$ cat config.mk
export PLATFORM = sky130hd
export DESIGN_NAME = cmwc_alu
export DESIGN_NICKNAME = d
export VERILOG_FILES = /design/src/hdl/cmwc_pkg.sv /design/src/hdl/cmwc_alu.sv
export SDC_FILE = /design/constraint.sdc
export NUM_CORES = 1
export LEC_CHECK = 0
export ABC_CLOCK_PERIOD_IN_PS = 9900
export BUFFER_PORTS_ARGS = -buffer_cell sky130_fd_sc_hd__buf_2
export CAP_MARGIN = 20
export CORE_UTILIZATION = 62
export DETAILED_ROUTE_END_ITERATION = 7
export PLACE_DENSITY = 0.88
export SLEW_MARGIN = 20
export SYNTH_ARGS = -nofsm -noshare
export SYNTH_HDL_FRONTEND = slang
export SYNTH_SLANG_ARGS = --single-unit
export TNS_END_PERCENT = 5
$ cat constraint.sdc
create_clock -name vclk -period 9.9
set_input_delay 0.495 -clock vclk [all_inputs]
set_output_delay 0.495 -clock vclk [all_outputs]
set_load 0.005 [all_outputs]
$ cat src/hdl/cmwc_pkg.sv
// Shared types, constants and codes for the lag-4096 CMWC random generator.
// Used by the arithmetic unit, the table RAM wrapper's user and the top level.
// No dependencies.
package cmwc_pkg;

   localparam int TABLE_DEPTH = 4096;
   localparam int INDEX_W     = $clog2(TABLE_DEPTH);
   localparam int WORD_W      = 32;
   localparam int MULT_W      = 15;
   localparam int PROD_W      = 48;

   localparam logic [WORD_W-1:0]  GOLDEN_STEP     = 32'h9e37_79b9;
   localparam logic [WORD_W-1:0]  CARRY_RESET     = 32'd362436;
   localparam logic [MULT_W-1:0]  LAG_MULT        = 15'd18782;
   localparam logic [WORD_W-1:0]  COMPLEMENT_BASE = 32'hffff_fffe;
   localparam logic [INDEX_W-1:0] INDEX_RESET     = INDEX_W'(TABLE_DEPTH - 1);
   localparam logic [INDEX_W-1:0] INDEX_LAST      = INDEX_W'(TABLE_DEPTH - 1);

   // Transaction kinds on the request channel
   localparam logic KIND_SEED = 1'b0;
   localparam logic KIND_DRAW = 1'b1;

   typedef enum logic [2:0] {
      ST_CLEAR,
      ST_IDLE,
      ST_SEED,
      ST_MUL,
      ST_FIN
   } state_type;

   typedef enum logic [2:0] {
      ALU_PASS,
      ALU_ADD_PHI,
      ALU_MIX,
      ALU_MUL_ACC,
      ALU_WRAP
   } alu_op_type;

   typedef struct packed {
      alu_op_type          op;
      logic [WORD_W-1:0]   a;
      logic [WORD_W-1:0]   b;
      logic [INDEX_W-1:0]  k;
      logic [PROD_W-1:0]   wide;
   } alu_req_type;

   typedef struct packed {
      logic [WORD_W-1:0]   word;
      logic [WORD_W-1:0]   carry;
      logic [PROD_W-1:0]   wide;
   } alu_res_type;

endpackage

$ cat src/hdl/cmwc_alu.sv
// Shared arithmetic unit of the CMWC generator: seeding mix, constant
// multiply-accumulate and the carry wrap correction. Depends on cmwc_pkg.
module cmwc_alu (
   input  cmwc_pkg::alu_req_type req,
   output cmwc_pkg::alu_res_type res
);
   import cmwc_pkg::*;

   logic [WORD_W-1:0] high_word;
   logic [WORD_W:0]   low_sum;
   logic [WORD_W-1:0] fixed_sum;
   logic [WORD_W-1:0] fixed_carry;

   // Wrap correction: when the low word plus carry overflows, both the sum and
   // the carry are bumped by one.
   always_comb begin
      high_word   = {{(WORD_W - (PROD_W - WORD_W)){1'b0}}, req.wide[PROD_W-1:WORD_W]};
      low_sum     = {1'b0, req.wide[WORD_W-1:0]} + {1'b0, high_word};
      fixed_sum   = low_sum[WORD_W-1:0] + WORD_W'(low_sum[WORD_W]);
      fixed_carry = high_word + WORD_W'(low_sum[WORD_W]);
   end

   always_comb begin
      res = '0;
      unique case (req.op)
         ALU_PASS: begin
            res.word = req.a;
         end
         ALU_ADD_PHI: begin
            res.word = req.a + GOLDEN_STEP;
         end
         ALU_MIX: begin
            res.word = req.a ^ req.b ^ GOLDEN_STEP ^ {{(WORD_W - INDEX_W){1'b0}}, req.k};
         end
         ALU_MUL_ACC: begin
            res.wide = (PROD_W'(LAG_MULT) * PROD_W'(req.a)) + PROD_W'(req.b);
         end
         ALU_WRAP: begin
            res.word  = COMPLEMENT_BASE - fixed_sum;
            res.carry = fixed_carry;
         end
         default: begin
            res = '0;
         end
      endcase
   end

endmodule

== Word-level counts from Yosys, hierarchy flattened ==
Cells that the tools add are included.
Operators by class
  multiplexer cells: 3
  reduce and logical (&&, ||, !) cells: 1
  bitwise gates (word level): 3
  multiply operators: 1
  add/sub/neg operators: 6
  equality and inequality tests: 4
Operators with widths (count)
  32-bit one-hot mux with 4 select lines: 1
  47-bit by 32-bit adder with 48-bit output: 1
  48-bit 2-to-1 mux: 1
  14-bit by 32-bit multiplier with 46-bit output (first input constant): 1
  32-bit by 16-bit adder with 33-bit output: 1
  32-bit by 1-bit adder with 32-bit output: 1
  32-bit adder (second input constant): 1
  32-bit subtractor (first input constant): 1
  32-bit by 12-bit bitwise XOR with 32-bit output: 1
  32-bit bitwise XOR: 1
  20-bit inverter: 1
  16-bit by 1-bit adder with 17-bit output: 1
  17-bit 2-to-1 mux: 1
  3-bit by 2-bit == test with 1-bit output (second input constant): 2
  3-bit by 1-bit == test with 1-bit output (second input constant): 1
  3-bit == test (second input constant): 1
  3-bit logical NOT: 1
Storage, ports and cells
  register bits: 0

== Logic depth before layout (Yosys ltp) ==
Gate-level depths: netlist (run 1).
  word-level depth: 4
  depth in mapped cells: 34

== Worst setup path before layout (run 1) ==
OpenSTA, ideal clock, no wires.
  kind: input port to output port
  start: in req[100] in the netlist's numbering
  end: out res[46] in the netlist's numbering
  path slack: 1966 ps
  required time: 9405 ps
  path buffers: 2
  arrival: 7439 ps
  cell stages on the path: 31
  cells stage by stage: inv_1 > ha_1 > fa_1 > inv_1 > fa_1 > inv_1 > fa_1 > inv_1 > fa_1 > inv_1 > fa_1 > inv_1 > ha_1 > buf_2 > nand2_1 > o211ai_1 > a41oi_1 > a21o_1 > nand2b_1 > xor2_1 > ha_1 > clkbuf_1 > and3_1 > nand4_1 > and4_4 > a211oi_2 > o32ai_1 > or3_1 > or3_1 > or4_1 > nand2_1
RTL lines
  start, declared: RTL line cmwc_alu.sv:4  | input cmwc_pkg::alu_req_type req,
  end, declared: RTL line cmwc_alu.sv:5  | output cmwc_pkg::alu_res_type res

==> results of run 1 <==
-- how the worst max path moves through the flow --
stage | endpoint | slack, ns | depth (start not counted)
2_1_floorplan | res[46] | 1.97 | 31
3_3_place_gp | res[46] | 1.03 | 32
6_report | res[46] | 0.75 | 32
5_1_grt | res[46] | 0.25 | 32
3_5_place_dp | res[46] | 0.83 | 30
4_1_cts | res[46] | 0.82 | 30
-- final cells by class --
type	count	area (um^2)
diodes	7	17.5
repair buffers	235	1220
well taps	330	413
multi-input cells	1649	14500
inverters	292	1100
fillers	2133	7980
-- placed cells by master, fill, tap and decap left out, types with 17 or more instances in the layout --
cell type	Yosys	routed
ha_1	296	296
inv_1	292	292
buf_2	14	224
fa_1	169	169
a21oi_1	140	140
nand2_1	127	127
nor2_1	126	124
o21ai_0	99	99
xnor2_1	77	77
xor2_1	58	58
nand3_1	53	51
a21o_1	45	45
nand4_1	35	35
nor3_1	34	34
and3_1	33	33
o22ai_1	23	23
o21a_1	22	22
o211ai_1	18	18
and2_1	17	17
-- per-layer routing --
metal	part of all wire [%]	up-vias	GRT usage, %
li1	-	7373	-
met1	37	7687	50.5
met2	48	849	74.3
met3	7.6	248	4.60
met4	7.1	0	26.7
met5	0	-	0
-- kinds of logic (layout without fill, tap and decap cells) --
| group | count (synthesis) | in the layout | synth area share (%) |
|---|---|---|---|
| simple gates | 515 | 515 | 16.5 |
| compound gates | 509 | 509 | 21.3 |
| fa+ha+maj | 465 | 465 | 44.6 |
| buf+inv | 367 | 527 | 9.42 |
| xor+xnor | 136 | 136 | 7.55 |
| mux | 9 | 9 | 0.591 |
| other cells | 1 | 22 | 0.0236 |
-- metrics by stage --
step,cells,setup WS (ns),utilization (%),cell area [um^2]
after floorplan,2016,1.97,-,15900
after global placement,2505,1.03,68.1,17200
after detailed placement,2505,0.833,68.1,17200
after CTS,2505,0.817,68.1,17200
after global routing,2508,0.254,68.3,17200
final,2513,0.752,68.3,17200
==> metrics.md, run 1 <==
| Metric | Value |
|---|---|
| First-pass GRT wire length | `87200 um` |
| Worst Setup SP | `req[100]` |
| Die ar. | `0.0263 mm^2` |
| GRT Overall Usage | `42.8%` |
| Clock buffers | `0` |
| Storage cell area | `0 um^2` |
| Detail Route Antenna Nets | `0` |
| Final setup vio count | `0` |
| Peak Freq | `0.109 GHz` |
| Die width | `162 um` |
| Seq Cell Count | `0` |
| Arrival time at the worst endpoint | `8.65 ns` |
| Max-Cap Viols | `0` |
| CP bufs+invs | `8` |
| Crit path max-delay family | `adder cells` |
| Core area | `0.0252 mm^2` |
| Nature of the critical path endpoint | `output port` |
| Yosys warning count | `0` |
| Vias per cell | `6.43` |
| DRC | `0` |
| Most frequent CP cell | `inv_1` |
| Rel. slew slack | `34.6%` |
| Min-Delay Path Class | `in2out` |
| Top-area cell type share of the netlist area | `23.3%` |
| Gate count of the mapped netlist | `2002` |
| Cts-stage hold buffer count | `0` |
| Via count | `16.2k` |
| Top cells by count, synth | `ha_1 (296), inv_1 (292), fa_1 (169)` |
| Buffers added on ports | `224` |
| Total Neg Setup Slack | `0 ns` |
| Final HPWL DP | `47500 um` |
| WL final | `56200 um` |
| Status | `completed` |
| Area Overhead vs Synth | `8.32%` |
| Gr ovfl total | `0` |
| Layout cells sized above 1 | `12.8%` |
| Largest net degree at the start of global routing | `47` |
| Mapped cell area | `0.0159 mm^2` |
| Sequential area share after synthesis | `0%` |
| Initial DRC count | `1569` |
| Worst Hold Endpoint | `res[0]` |
| Rows | `58` |
| Vias in the first global route | `16.2k` |
| Most frequent cell after synthesis | `ha_1` |
| Crit Path Class | `in2out` |
| Synth area leaders | `ha_1 (23%), fa_1 (21%), inv_1 (6.9%)` |
| Hold path cells | `3` |
| Slowest stage delay, CP | `0.54 ns` |
| RSZ-0062 raised after global routing | `no` |
| Postcts setup bufs | `0` |
| Min Tclk post-route | `9.15 ns` |
| Worst slew pin tran | `0.977 ns` |
| Count of cell types in the netlist | `95` |
| Startpoint Class | `input pin` |
| Initial antenna violation count | `4` |
| Slowest CP cell | `fa_1` |
| Die H | `162 um` |
| Ports | `239` |
| Initial Util | `63.1%` |
| Final period util | `92.4%` |
| Post-synth top area cell | `ha_1` |
| CP Max Fanout | `10` |
| TritonRoute pass-1 iters | `6` |
| Post-CTS sizing | `0` |
| NumNets Final | `2770` |
| Avg Cell Area, Syn | `7.93 um^2` |
| Worst hold start | `req[60]` |
| Final Hold Viols | `0` |
| Avg WL per Cell | `22.4 um` |
| Routability Congestion | `1.00` |
| Max Slew Vio Count | `0` |
| CP required | `9.41 ns` |
| Min Hold Slack | `1.29 ns` |
Power of run 1 is left out: the tool's default activity adds up to more than one toggle a clock period on the data nets, which glitch-free logic cannot reach.
==> run 2: changes to the inputs <==
CORE_MARGIN = 4   (was not set)
CORE_UTILIZATION = 50   (was 62)
PLACE_DENSITY = 0.73   (was 0.88)
==> run 2 against run 1 <==
Flip-flop and latch count stayed put. Critical path depth unchanged. Die area up 32%. Via count shrank 2.2%. Setup slack worse by 0.097 ns.
==> metrics.md, run 2 (synthesis gave the netlist of run 1 again) <==
| Metric | Value |
|---|---|
| Final std cells w/o fill | `2576 (was 2513)` |
| Clock buffers | `0 (unchanged)` |
| Min-Delay Path Class | `in2out (unchanged)` |
| Seq Cell Count | `0 (unchanged)` |
| Commonest non-fill, non-tap cell in the layout | `ha_1 (unchanged)` |
| Rel. slew slack | `37.6% (was 34.6%)` |
| Ports | `239 (unchanged)` |
| Startpoint Class | `input pin (unchanged)` |
| Worst Hold Endpoint | `res[0] (unchanged)` |
| Min Tclk post-route | `9.24 ns (was 9.15 ns)` |
| Max Slew Vio Count | `0 (unchanged)` |
| Final Hold Viols | `0 (unchanged)` |
| Placed Cells | `2570 (was 2505)` |
| Storage cell area | `0 um^2 (unchanged)` |
| Area Overhead vs Synth | `8.64% (was 8.32%)` |
| NumNets Final | `2768 (was 2770)` |
| Peak Freq | `0.108 GHz (was 0.109 GHz)` |
| Vias in the first global route | `15.7k (was 16.2k)` |
| Via count | `15.8k (was 16.2k)` |
| Post-CTS sizing | `0 (unchanged)` |
| Final WS setup | `0.655 ns (was 0.752 ns)` |
| Cts-stage hold buffer count | `0 (unchanged)` |
| Slowest CP cell | `fa_1 (unchanged)` |
| Status | `completed (unchanged)` |
| Vias per cell | `6.13 (was 6.43)` |
| Nature of the critical path endpoint | `output port (unchanged)` |
| RSZ-0062 raised after global routing | `no (unchanged)` |
| Worst hold start | `req[60] (unchanged)` |
| CP required | `9.41 ns (about the same)` |
| Die ar. | `0.0347 mm^2 (was 0.0263 mm^2)` |
| GRT Overall Usage | `31.4% (was 42.8%)` |
| CP Max Fanout | `10 (unchanged)` |
| Detail Route Antenna Nets | `0 (unchanged)` |
| WL final | `56200 um (about the same)` |
| Arrival time at the worst endpoint | `8.75 ns (was 8.65 ns)` |
| Largest net degree at the start of global routing | `47 (unchanged)` |
| Crit Path Class | `in2out (unchanged)` |
| Routability Congestion | `0.999 (was 1.00)` |
| Buffers added on ports | `224 (unchanged)` |
| Initial antenna violation count | `3 (was 4)` |
| Die width | `186 um (was 162 um)` |
| First-pass GRT wire length | `86100 um (was 87200 um)` |
| Most frequent CP cell | `inv_1 (unchanged)` |
| Crit path max-delay family | `adder cells (unchanged)` |
| Final period util | `93.4% (was 92.4%)` |
| Max-Cap Viols | `0 (unchanged)` |
| Slowest stage delay, CP | `0.53 ns (was 0.54 ns)` |
| DRC | `0 (unchanged)` |
| Postcts setup bufs | `0 (unchanged)` |
| Layout cells sized above 1 | `12.8% (about the same)` |
| Gr ovfl total | `0 (unchanged)` |
| CP bufs+invs | `8 (unchanged)` |
| Initial DRC count | `1097 (was 1569)` |
| Final HPWL DP | `48000 um (was 47500 um)` |
| Rows | `64 (was 58)` |
| Area of the multi-input gates | `0.0145 mm^2 (about the same)` |
| Final setup vio count | `0 (unchanged)` |
| Worst slew pin tran | `0.932 ns (was 0.977 ns)` |
| Total Neg Setup Slack | `0 ns (unchanged)` |
| Post-place setup slack | `0.695 ns (was 0.833 ns)` |
| TritonRoute pass-1 iters | `6 (unchanged)` |
| Core area | `0.0310 mm^2 (was 0.0252 mm^2)` |
| Avg WL per Cell | `21.8 um (was 22.4 um)` |
| Commonest non-fill, non-tap cells in the layout | `ha_1 (296), inv_1 (292), buf_2 (224), fa_1 (169), a21oi_1 (140) (unchanged)` |
| Initial Util | `51.2% (was 63.1%)` |
| Fillers | `2988 (was 2133)` |
| Die H | `186 um (was 162 um)` |
| Hold path cells | `3 (unchanged)` |
run 2: changes by cell type in the layout (fill, tap and decap cells not counted):
| cell | previous run | this run |
|---|---|---|
| buf_4 | 10 | 9 |
| diode_2 | 7 | 6 |
| a311oi_1 | 8 | 7 |
| a311oi_2 | 0 | 1 |
| buf_16 | 1 | 0 |
run 2: how the worst max path moves through the flow:
stage	from	end	slack, ns	depth (start not counted)
final	req[100]	res[46]	0.66	32
after global routing	req[100]	res[46]	0.21	32
after CTS	req[100]	res[46]	0.68	32
after detailed placement	req[100]	res[46]	0.69	32
after global placement	req[100]	res[46]	0.82	32
after floorplan	req[100]	res[46]	1.97	31
run 2: metrics by stage:
stage          hold slack [ns]  instance area, um^2  utilization [%]
2_1_floorplan             1.08                15900                -
3_3_place_gp              1.30                17200             55.6
3_5_place_dp              1.31                17200             55.6
5_1_grt                   1.34                17200             55.6
4_1_cts                   1.31                17200             55.6
6_report                  1.30                17300             55.7
run 2: cell type report:
class / count / share of cell area, %
inverters: 292 / 6.35
repair buffers: 233 / 6.89
well taps: 396 / 2.87
multi-input cells: 1649 / 83.8
diodes: 6 / 0.0870
run 2: per-layer routing:
layer  track usage (%)  wire (um)
met5                 0         26
met1              41.1      22800
met2              54.4      26800
met3              1.91       3640
met4              12.5       2920
Power of run 2 is left out for the same reason.
